## config.mk

```make
export PLATFORM = sky130hd
export DESIGN_NAME = fca_ctrl
export DESIGN_NICKNAME = d
export VERILOG_FILES = /design/src/fca_pkg.sv /design/src/fca_ctrl.sv
export SDC_FILE = /design/constraint.sdc
export NUM_CORES = 1
export LEC_CHECK = 0
export ABC_AREA = 1
export BUFFER_PORTS_ARGS = -buffer_cell sky130_fd_sc_hd__buf_2
export CAP_MARGIN = 25
export CELL_PAD_IN_SITES_DETAIL_PLACEMENT = 1
export CELL_PAD_IN_SITES_GLOBAL_PLACEMENT = 2
export CORE_MARGIN = 1
export CORE_UTILIZATION = 25
export CTS_BUF_LIST = sky130_fd_sc_hd__clkbuf_4 sky130_fd_sc_hd__clkbuf_8
export CTS_CLUSTER_DIAMETER = 60
export DETAILED_ROUTE_END_ITERATION = 16
export HOLD_SLACK_MARGIN = 0.1
export MAX_ROUTING_LAYER = met4
export PLACE_DENSITY = 0.86
export SYNTH_ARGS = -nofsm -noshare
export SYNTH_HDL_FRONTEND = slang
export SYNTH_SLANG_ARGS = --single-unit
```

## constraint.sdc

```tcl
create_clock -name i_clk -period 1.4 [get_ports i_clk]
set_input_delay 0.28 -clock i_clk [delete_from_list [all_inputs] [get_ports i_clk]]
set_output_delay 0.28 -clock i_clk [all_outputs]
set_load 0.02 [all_outputs]
```

## src/fca_pkg.sv

```systemverilog
`default_nettype none

package fca_pkg;

    localparam int LEN_W   = 32;
    localparam int BS_W    = 17;
    localparam int ACT_W   = 11;
    localparam int IDX_W   = 10;
    localparam int WORD_W  = 32;
    localparam int NEXT_W  = 30;
    localparam int FUNC_W  = 2;
    localparam int STAT_W  = 2;
    localparam int CFG_IDX_W = 1;

    localparam int TABLE_ENTRIES_DEF = 1024;

    localparam logic [WORD_W-1:0] END_MARK = 32'd9999;

    localparam logic [BS_W-1:0]  BLOCK_SIZE_RST = 17'd64;
    localparam logic [ACT_W-1:0] ACTIVE_RST     = 11'd1024;

    localparam logic [FUNC_W-1:0] FUNC_ALLOC = 2'd0;
    localparam logic [FUNC_W-1:0] FUNC_READ  = 2'd1;
    localparam logic [FUNC_W-1:0] FUNC_WRITE = 2'd2;

    localparam logic [STAT_W-1:0] STATUS_OK      = 2'd0;
    localparam logic [STAT_W-1:0] STATUS_NOSPACE = 2'd1;
    localparam logic [STAT_W-1:0] STATUS_RANGE   = 2'd2;

    localparam logic [CFG_IDX_W-1:0] CFG_BLOCK_SIZE = 1'b0;
    localparam logic [CFG_IDX_W-1:0] CFG_ACTIVE     = 1'b1;

    // Datapath actions issued by the controller, one per cycle.
    typedef enum logic [3:0] {
        ACT_NONE,
        ACT_CLEAR,
        ACT_LATCH,
        ACT_COUNT,
        ACT_DIV,
        ACT_NOSPACE,
        ACT_ALLOC_INIT,
        ACT_ALLOC,
        ACT_END,
        ACT_RANGE,
        ACT_RD,
        ACT_ENTRY
    } t_act;

    typedef struct packed {
        logic              clr_last;
        logic              count_done;
        logic              div_done;
        logic              alloc_done;
        logic              idx_oob;
        logic              too_few;
        logic              blocks_zero;
        logic [FUNC_W-1:0] func;
    } t_sts;

endpackage

`default_nettype wire

```

## src/fca_ctrl.sv

```systemverilog
`default_nettype none

module fca_ctrl (
    input  logic          i_clk,
    input  logic          i_rst_n,
    input  logic          i_start,
    input  fca_pkg::t_sts i_sts,
    output fca_pkg::t_act o_act,
    output logic          o_busy,
    output logic          o_valid
);
    import fca_pkg::*;

    typedef enum logic [3:0] {
        S_CLEAR,
        S_IDLE,
        S_COUNT,
        S_DIV,
        S_DIV_WAIT,
        S_CHECK,
        S_ALLOC,
        S_ALLOC_END,
        S_RANGE,
        S_ENTRY_RD,
        S_ENTRY
    } t_state;

    t_state r_state;
    t_state n_state;
    logic   r_valid;
    logic   n_valid;

    always_comb begin
        n_state = r_state;
        n_valid = 1'b0;
        o_act   = ACT_NONE;
        unique case (r_state)
            S_CLEAR: begin
                o_act = ACT_CLEAR;
                if (i_sts.clr_last) begin
                    n_state = S_IDLE;
                end
            end
            S_IDLE: begin
                if (i_start) begin
                    o_act   = ACT_LATCH;
                    n_state = S_COUNT;
                end
            end
            S_COUNT: begin
                o_act = ACT_COUNT;
                if (i_sts.count_done) begin
                    priority if (i_sts.func == FUNC_ALLOC) begin
                        n_state = S_DIV;
                    end else if ((i_sts.func == FUNC_READ) || (i_sts.func == FUNC_WRITE)) begin
                        n_state = i_sts.idx_oob ? S_RANGE : S_ENTRY_RD;
                    end else begin
                        n_state = S_IDLE;
                        n_valid = 1'b1;
                    end
                end
            end
            S_DIV: begin
                o_act   = ACT_DIV;
                n_state = S_DIV_WAIT;
            end
            S_DIV_WAIT: begin
                if (i_sts.div_done) begin
                    n_state = S_CHECK;
                end
            end
            S_CHECK: begin
                priority if (i_sts.too_few) begin
                    o_act   = ACT_NOSPACE;
                    n_state = S_IDLE;
                    n_valid = 1'b1;
                end else if (i_sts.blocks_zero) begin
                    n_state = S_IDLE;
                    n_valid = 1'b1;
                end else begin
                    o_act   = ACT_ALLOC_INIT;
                    n_state = S_ALLOC;
                end
            end
            S_ALLOC: begin
                o_act = ACT_ALLOC;
                if (i_sts.alloc_done) begin
                    n_state = S_ALLOC_END;
                end
            end
            S_ALLOC_END: begin
                o_act   = ACT_END;
                n_state = S_IDLE;
                n_valid = 1'b1;
            end
            S_RANGE: begin
                o_act   = ACT_RANGE;
                n_state = S_IDLE;
                n_valid = 1'b1;
            end
            S_ENTRY_RD: begin
                o_act   = ACT_RD;
                n_state = S_ENTRY;
            end
            S_ENTRY: begin
                o_act   = ACT_ENTRY;
                n_state = S_IDLE;
                n_valid = 1'b1;
            end
            default: begin
                n_state = S_IDLE;
            end
        endcase
    end

    always_ff @(posedge i_clk) begin
        if (!i_rst_n) begin
            r_state <= S_CLEAR;
            r_valid <= 1'b0;
        end else begin
            r_state <= n_state;
            r_valid <= n_valid;
        end
    end

    assign o_busy  = (r_state != S_IDLE);
    assign o_valid = r_valid;

endmodule

`default_nettype wire

```

== Word level (Yosys, flattened, before mapping) ==
Index checks and enable logic that the tools add are counted.
Cells by class
  add/subtract/negate cells: 0
  $mul: 0
  divide/modulo/power cells: 0
  magnitude comparators: 0
  equality and inequality tests: 18
  shift-type cells: 0
  mux-type cells: 21
  bitwise operators: 0
  reduce and logical (&&, ||, !) cells: 5
Operators with widths (number)
  case mux 4 bit (10 select lines): 1
  case mux 4 bit (8 select lines): 1
  2-to-1 mux 4 bit: 7
  == test 4 x 3 -> 1 bit, second input constant: 4
  == test 4 bit, second input constant: 3
  2-to-1 mux 3 bit: 4
  != test 2 bit, second input constant: 5
  == test 4 x 2 -> 1 bit, second input constant: 2
  2-to-1 mux 1 bit: 6
  AND reduction 5 bit: 1
  == test 4 x 1 -> 1 bit, second input constant: 1
  zero test 4 bit: 1
  != test 4 x 1 -> 1 bit, second input constant: 1
  case mux 1 bit (3 select lines): 1
  OR reduction 3 bit: 1
  == test 2 x 1 -> 1 bit, second input constant: 1
  == test 2 bit, second input constant: 1
  zero test 2 bit: 1
  2-to-1 mux 2 bit: 1
  logical OR 1 bit: 1
Word-level totals
  bits in registers: 5
  latch bits: 0
  RAM bits: 0
  ROM bits: 0
  input port bits: 12
  memories: 0

== Logic depth before layout (Yosys ltp) ==
Gate-level depths: netlist of run 1.
  depth after elaboration: 6
  mapped depth: 10

== Worst setup path after synthesis of run 1 ==
Ideal clock, no wire load.
  path kind: register -> output
  start: reg r_state[0]
  end: out o_act[1]
  arrival: 1.193 ns
  required time: 1.120 ns
  setup slack: -0.073 ns
  stages on the path, launching flop included: 5
  cell sequence: dfxtp_1 -> inv_2 -> nor2_4 -> nand2_1 -> o221ai_1
On the way
  longest elaborated chain between the ends: 2
  elaborated cells between the ends (all ways): 11
  those cells by class: eq/ne (9); mux (1); reduce/logical (1)
Ends and longest elaborated chain
  from (decl): RTL line fca_ctrl.sv:28  | t_state r_state;
  from (signal assigned): RTL line fca_ctrl.sv:121  | r_state <= n_state;
  == test 4 bit (tied with other cells): RTL line fca_ctrl.sv:37  | unique case (r_state)
  case mux 4 bit (10 select lines) *: RTL line fca_ctrl.sv:37
  to (decl): RTL line fca_ctrl.sv:8  | output fca_pkg::t_act o_act,
Every way passes the cells marked *; elsewhere a longest branch is shown, timed or not.

== Worst setup path after layout of run 1 ==
  start: reg r_state[1]
  end: out o_act[0]
Same word-level chain as after synthesis.

==> impl_metrics.csv, run 1 <==
group,metric,value,unit
run_status,status,"complete, but fails checks",
run_status,violations,"negative setup slack",
place,dpl.cell_count,152,
setup_path,cp_slowest_stage_delay,0.32,ns
setup_path,cp_top_family,"buffers and inverters",
clock_network,clock_latency,0.24,ns
timing,setup_ws,-0.2329,ns
timing,rsz0062_at_grt,"yes",
run,cap_violations,0,
timing,clock_skew,0.002849,ns
setup_path,crit_path_cell_trace,"buf_12 > inv_2 > nand2_2 > nor2_2 > nand2_1 > o221ai_1 > buf_2",
clock_network,root_buffer,"clkbuf_4",
clock_network,cts_buffer_depth,2,
clock_network,clkTransAtPathRegs,0.04,ns
setup_path,required,1.12,ns
layout,final_layout_size_suffix_gt1_frac,0.6496,
floorplan,die_y,49.04,um
hold_path,whs_path_depth,3,
timing,setup_viol,6,
setup_path,critPathBufInv,3,
floorplan,rows,16,
setup_path,critPathKind,"flip-flop to primary output",
floorplan,core-area,2022,sq um
layout,diodes,0,
setup_path,crit-reg2reg-launch,"r_state[3]",
global_route,grt_max_degree,6,
logic_synthesis,syn-num-nets,107,
logic_synthesis,ys_types,21,
route,ant_nets,0,
floorplan,die_w,49.04,um
clock_network,htree_levels,1,
timing,tightest_slew,0.2553,ns
timing,maxSlewHeadroom,0.8296,
setup_path,cp.arrival,1.35,ns
hold_path,min_path_type,"primary input to flip-flop",
place,detailed_place_hpwl,1524,um
timing,holdWs,0.2963,ns
timing,layout_min_cycle_time,1.633,ns
timing,final_hold_viol_count,0,
global_route,grt_pass1_vias,839,
layout,final_cell_count_no_fill,164,
clock_network,ctsHoldBuffers,0,
floorplan,pin_count,18,
logic_synthesis,syn-cell-area,553.0,sq um
setup_path,r2r-end,"r_state[1]",
route,drc,0,
clock_network,cts_tree,"done",
logic_synthesis,synth_seq_cells,5,
logic_synthesis,yosysSeqAreaShare,0.1810,
route,via_per_inst,4.720,
global_route,grt_pass1_wl,3815,um
setup_path,start_kind,"flip-flop",
route,vias,774,
place,port_buffers,17,
setup_path,critical_path.endpoint_type,"primary output",
logic_synthesis,yosysWarnings,0,
timing,max_freq,612.4,MHz
layout,fillers,266,
logic_synthesis,syn-instance-count,93,
clock_network,clock-sinks,5,
floorplan,dieArea,2404,sq um
timing,post-route-period-util,1.166,
layout,area_delta_synth_final,89.14,%
global_route,grt_overflow,0,
global_route,antenna_found_initial,0,
layout,final_util,0.5173,
floorplan,initial_core_util,0.2735,
hold_path,holdPathEnd,"o_valid",
setup_path,slowest_stage,"dfxtp_2",
logic_synthesis,avgSynthCellArea,5.947,sq um
setup_path,r2r_slack,-0.01,ns
power_and_ir_drop,power_density,1789,nW/um^2
place,gp_congestion,0.8469,
layout,regArea,112.6,sq um
clock_network,cts_buffers,3,
route,wirelength,2389,um
route,wire_per_inst,14.57,um
power_and_ir_drop,ir_drop,0.0008079,V
layout,final_nets,152,
setup_path,worst-path-max-fanout,5,
layout,multi_input_area,471.7,sq um
timing,slew_violations,0,
route,first_iter_violations,6,
hold_path,hp-start,"i_rst_n",
setup_path,r2r_cells,11,
global_route,track_usage,0.2181,
power_and_ir_drop,leakagePower,0.0005494,uW
setup_path,path_depth,7,
route,first_pass_iters,4,
[area by class of cell]
cell class | count | area share
timing repair buffer | 40 | 0.3086
tap | 27 | 0.03230
multi-input combinational | 70 | 0.4510
sequential | 5 | 0.1077
inverter | 18 | 0.07177
clock buffer | 4 | 0.02871
[report_power, final]
group	switching (uW)	total, uW	internal [uW]
Clock	61.1	188	127
Sequential	58.3	253	195
Combinational	764	1430	666
[layout by cell type (no fill, tap or decap), drive strengths merged]
cell type | synthesis | final
or2 | 1 | 1
clkbuf | 0 | 4
a21oi | 1 | 1
nor2 | 22 | 22
ha | 2 | 2
nand2 | 26 | 26
inv | 18 | 18
nor3b | 1 | 1
a22oi | 1 | 1
o21ai | 3 | 3
buf | 0 | 40
o221ai | 2 | 2
nor3 | 1 | 1
nand4 | 1 | 1
nand3 | 7 | 7
dfxtp | 5 | 5
nand3b | 2 | 2
[sequential cells by signal (all words and copies together) (netlist names)]
| name | flops |
|---|---|
| o_valid | 1 |
| r_state | 4 |
[cell families after synthesis]
kind of cell	Yosys count	synth area share
buf+inv	18	0.1222
flops	5	0.1810
compound gates	7	0.08144
simple gates	61	0.5701
fa+ha+maj	2	0.04524
[per-layer routing]
layer	GRT usage	routed length, um
met1	0.2195	992
met4	0.08824	8
met2	0.4144	1307
met3	0.03427	81
met5	-	0
[how the worst max path moves through the flow]
stage | slack [ns] | startpoint | end
2_1_floorplan | 0.05 | r_state[0] | o_act[1]
3_3_place_gp | -0.05 | i_sts[2] | o_act[1]
3_5_place_dp | -0.08 | r_state[2] | o_act[1]
4_1_cts | -0.17 | r_state[1] | o_act[0]
5_1_grt | -0.30 | r_state[1] | o_act[1]
6_report | -0.23 | r_state[1] | o_act[0]
[Yosys cell counts]
| cell type | n | share of area |
|---|---|---|
| a21oi_1 | 1 | 0.0090 |
| o221ai_1 | 2 | 0.032 |
| nor2_2 | 2 | 0.023 |
| nand3b_1 | 2 | 0.027 |
| nand3_2 | 1 | 0.018 |
| nor3_2 | 1 | 0.018 |
| inv_2 | 2 | 0.014 |
| nand2_2 | 3 | 0.034 |
| o21ai_0 | 3 | 0.027 |
| nor2_1 | 16 | 0.11 |
| nand2_1 | 22 | 0.15 |
| dfxtp_1 | 5 | 0.18 |
| nand4_1 | 1 | 0.011 |
| inv_1 | 16 | 0.11 |
| nand2_4 | 1 | 0.020 |
| a22oi_1 | 1 | 0.014 |
| or2_2 | 1 | 0.011 |
| ha_1 | 2 | 0.045 |
| nand3_1 | 6 | 0.054 |
| nor2_4 | 4 | 0.081 |
| nor3b_1 | 1 | 0.014 |
[worst reg2reg max path, cell delays in order, from the launching register on]
cell,delay (ns)
dfxtp_4,0.36
buf_6,0.12
nor2_4,0.14
inv_2,0.07
buf_6,0.12
nor2_4,0.13
nand2_2,0.08
nand2_2,0.07
inv_2,0.03
nand2_2,0.06
nor2_2,0.04
nor2_2,0.10
[per-stage QoR]
stage          setup slack (ns)  area [sq um]  total power [uW]  setup TNS, ns
6_report                -0.2329          1046              1871        -0.9328
5_1_grt                 -0.2995          1046              1995         -1.427
3_5_place_dp           -0.08423         803.3              1271       -0.08423
2_1_floorplan           0.04835         559.3             825.6              0
3_3_place_gp           -0.05059         803.3              1240       -0.05059
4_1_cts                 -0.1710         930.9              1604        -0.8611
[timing repair]
item | CTS | global route
pin swaps | 5 | 13
resized for setup | 24 | 27
buffers inserted | 6 | 5
cloned | 0 | 0
setup endpoints to repair | 6 | 8
Note: power is estimated with default switching activity, not from simulation.
==> run 2: changes to the inputs <==
==> config.mk (replaced) <==
export PLATFORM = sky130hd
export DESIGN_NAME = fca_ctrl
export DESIGN_NICKNAME = d
export VERILOG_FILES = /design/src/fca_pkg.sv /design/src/fca_ctrl.sv
export SDC_FILE = /design/constraint.sdc
export NUM_CORES = 1
export LEC_CHECK = 0
export ABC_AREA = 0
export BUFFER_PORTS_ARGS = -buffer_cell sky130_fd_sc_hd__buf_2
export CAP_MARGIN = 25
export CELL_PAD_IN_SITES_DETAIL_PLACEMENT = 1
export CELL_PAD_IN_SITES_GLOBAL_PLACEMENT = 2
export CORE_MARGIN = 1
export CORE_UTILIZATION = 27
export CTS_BUF_LIST = sky130_fd_sc_hd__clkbuf_4 sky130_fd_sc_hd__clkbuf_8
export CTS_CLUSTER_DIAMETER = 60
export DETAILED_ROUTE_END_ITERATION = 16
export MAX_ROUTING_LAYER = met4
export PLACE_DENSITY = 0.87
export SYNTH_ARGS = -nofsm -noshare
export SYNTH_HDL_FRONTEND = slang
export SYNTH_SLANG_ARGS = --single-unit
==> impl_metrics.csv, run 2 <==
group,metric,value,unit
route,first_iter_violations,17,
logic_synthesis,syn-instance-count,62,
setup_path,required,1.12,ns
setup_path,worst-path-max-fanout,4,
layout,final_nets,114,
global_route,antenna_found_initial,0,
route,via_per_inst,5.146,
clock_network,htree_levels,1,
logic_synthesis,yosysTopAreaCell,"dfxtp_1",
clock_network,ctsHoldBuffers,0,
floorplan,pin_count,18,
global_route,grt_pass1_wl,2835,um
run_status,status,"complete, but fails checks",
clock_network,clock_latency,0.24,ns
route,wirelength,1917,um
setup_path,slowest_stage,"or3_4",
layout,fillers,190,
timing,setup_ws,-0.1892,ns
logic_synthesis,synth_common_cells,"a21oi_1, dfxtp_1, nor2b_1",
floorplan,rows,14,
hold_path,whs_path_depth,2,
logic_synthesis,synthArstFlopShare,0,
floorplan,core-area,1594,sq um
logic_synthesis,synth-main-ff-cell,"dfxtp_1",
route,drc,0,
logic_synthesis,syn-cell-area,488.0,sq um
place,gp_congestion,0.8012,
logic_synthesis,ys_types,34,
setup_path,r2r_cells,5,
layout,multi_input_area,442.9,sq um
hold_path,min_path_type,"primary input to flip-flop",
run_status,violations,"negative setup slack",
global_route,track_usage,0.2016,
layout,regArea,115.1,sq um
global_route,grt_overflow,0,
route,first_pass_iters,4,
logic_synthesis,yosysWarnings,0,
timing,holdWs,0.3235,ns
setup_path,cp.arrival,1.31,ns
place,post-place-ws,-0.03170,ns
route,vias,633,
logic_synthesis,avgSynthCellArea,7.870,sq um
power_and_ir_drop,power_density,788.2,nW/um^2
layout,final_layout_size_suffix_gt1_frac,0.6566,
logic_synthesis,synth_area_leaders,"dfxtp_1, nor2b_1, a21oi_1",
place,detailed_place_hpwl,1069,um
timing,maxSlewHeadroom,0.8007,
setup_path,crit_path_cell_trace,"or3_4 > a21oi_4 > a21oi_2 > buf_4",
layout,diodes,0,
timing,rsz0062_at_grt,"yes",
clock_network,clock-sinks,5,
logic_synthesis,synth-edff-count,0,
logic_synthesis,yosysSeqAreaShare,0.2051,
timing,max_freq,629.3,MHz
place,port_buffers,17,
timing,tightest_slew,0.2964,ns
clock_network,cts_buffers,3,
clock_network,clkTransAtPathRegs,0.05,ns
setup_path,cp_slowest_stage_delay,0.38,ns
layout,final_common_cell,"buf_4",
setup_path,critical_path.endpoint_type,"primary output",
route,ant_nets,0,
logic_synthesis,synth_seq_cells,5,
timing,clock_skew,0.004634,ns
timing,slew_violations,0,
timing,final_hold_viol_count,0,
layout,layout_common_cells,"buf_4, buf_2, buf_6",
timing,post-route-period-util,1.135,
floorplan,die_w,44.51,um
layout,largest_register_ffs,4,
logic_synthesis,syn-num-nets,76,
setup_path,start_kind,"flip-flop",
clock_network,cts_tree,"done",
floorplan,die_y,44.51,um
layout,area_delta_synth_final,88.21,%
run,cap_violations,0,
timing,layout_min_cycle_time,1.589,ns
global_route,grt_max_degree,11,
power_and_ir_drop,leakagePower,0.0004093,uW
power_and_ir_drop,ir_drop,0.0004779,V
setup_path,critPathKind,"flip-flop to primary output",
logic_synthesis,yosysTopAreaCellShare,0.2051,
timing,setup_viol,6,
clock_network,cts_buffer_depth,2,
route,wire_per_inst,15.59,um
clock_network,root_buffer,"clkbuf_4",
layout,top_register,"r_state",
floorplan,initial_core_util,0.3061,
floorplan,dieArea,1981,sq um
global_route,grt_pass1_vias,605,
[run 2: cell count changes after synthesis, sizes merged, moves of 5 or more]
cell | before | now
nand3 | 7 | 1
buf | 0 | 5
nand2 | 26 | 3
inv | 18 | 2
nor2 | 22 | 3
nor2b | 0 | 5
a21oi | 1 | 6
[run 2: layer usage]
layer / routed length (um) / up-vias / track usage
li1: - / 303 / -
met1: 786 / 306 / 0.2336
met2: 1057 / 24 / 0.3441
met5: 0 / - / -
met4: 0 / 0 / 0.05455
met3: 74 / 0 / 0.04898
[run 2: what timing repair did]
| item | CTS | global route |
|---|---|---|
| setup endpoints to repair | 8 | 9 |
| setup buffers | 6 | 4 |
| resized for setup | 27 | 8 |
| pin swaps | 6 | 5 |
[run 2: through the flow]
step	TNS [ns]	util	cells	power, uW	cell area [sq um]
detailed placement	-0.06901	0.4215	109	404.6	671.9
floorplan	0	-	62	308.4	501.7
CTS	-0.6365	0.5314	119	679.2	847.1
global placement	-0.007151	0.4215	109	402.0	671.9
finish	-0.6358	0.5761	123	723.9	918.4
global route	-0.9638	0.5761	123	767.7	918.4
[run 2: power breakdown]
| part | internal [uW] | leakage, uW | total (uW) | switching [uW] |
|---|---|---|---|---|
| clock network | 127 | 0.0000184 | 189 | 61.5 |
| logic | 197 | 0.000347 | 367 | 169 |
| registers | 151 | 0.0000436 | 169 | 17.2 |
[run 2: cell type report]
| class | instances | area share |
|---|---|---|
| clock buffer | 4 | 0.03270 |
| tap | 24 | 0.03270 |
| sequential | 5 | 0.1253 |
| timing repair buffer | 39 | 0.3188 |
| inverter | 2 | 0.008174 |
| multi-input combinational | 49 | 0.4823 |
[run 2: path summary, 6_finish.rpt]
check | from | end | slack [ns]
worst min-delay path | i_rst_n | o_valid | 0.32
worst min register to register | r_state[2] | r_state[2] | 0.63
worst max-delay path | r_state[3] | o_act[1] | -0.19
worst max register to register | r_state[2] | r_state[3] | 0
[run 2: cells by family after synthesis]
kind of cell / after synthesis / share of synthesized area
and+or+nand+nor: 25 / 0.3282
AOI/OAI and AO/OA: 20 / 0.2769
buffers and inverters: 8 / 0.08718
DFF: 5 / 0.2051
muxes: 2 / 0.05127
adders and majority gates: 2 / 0.05127
[run 2: critical path, delay by kind of cell, from the launching register on]
family | cells | cell delay, ns
compound gates | 2 | 0.18
simple gates | 1 | 0.38
buf+inv | 1 | 0.15
flops | 1 | 0.36
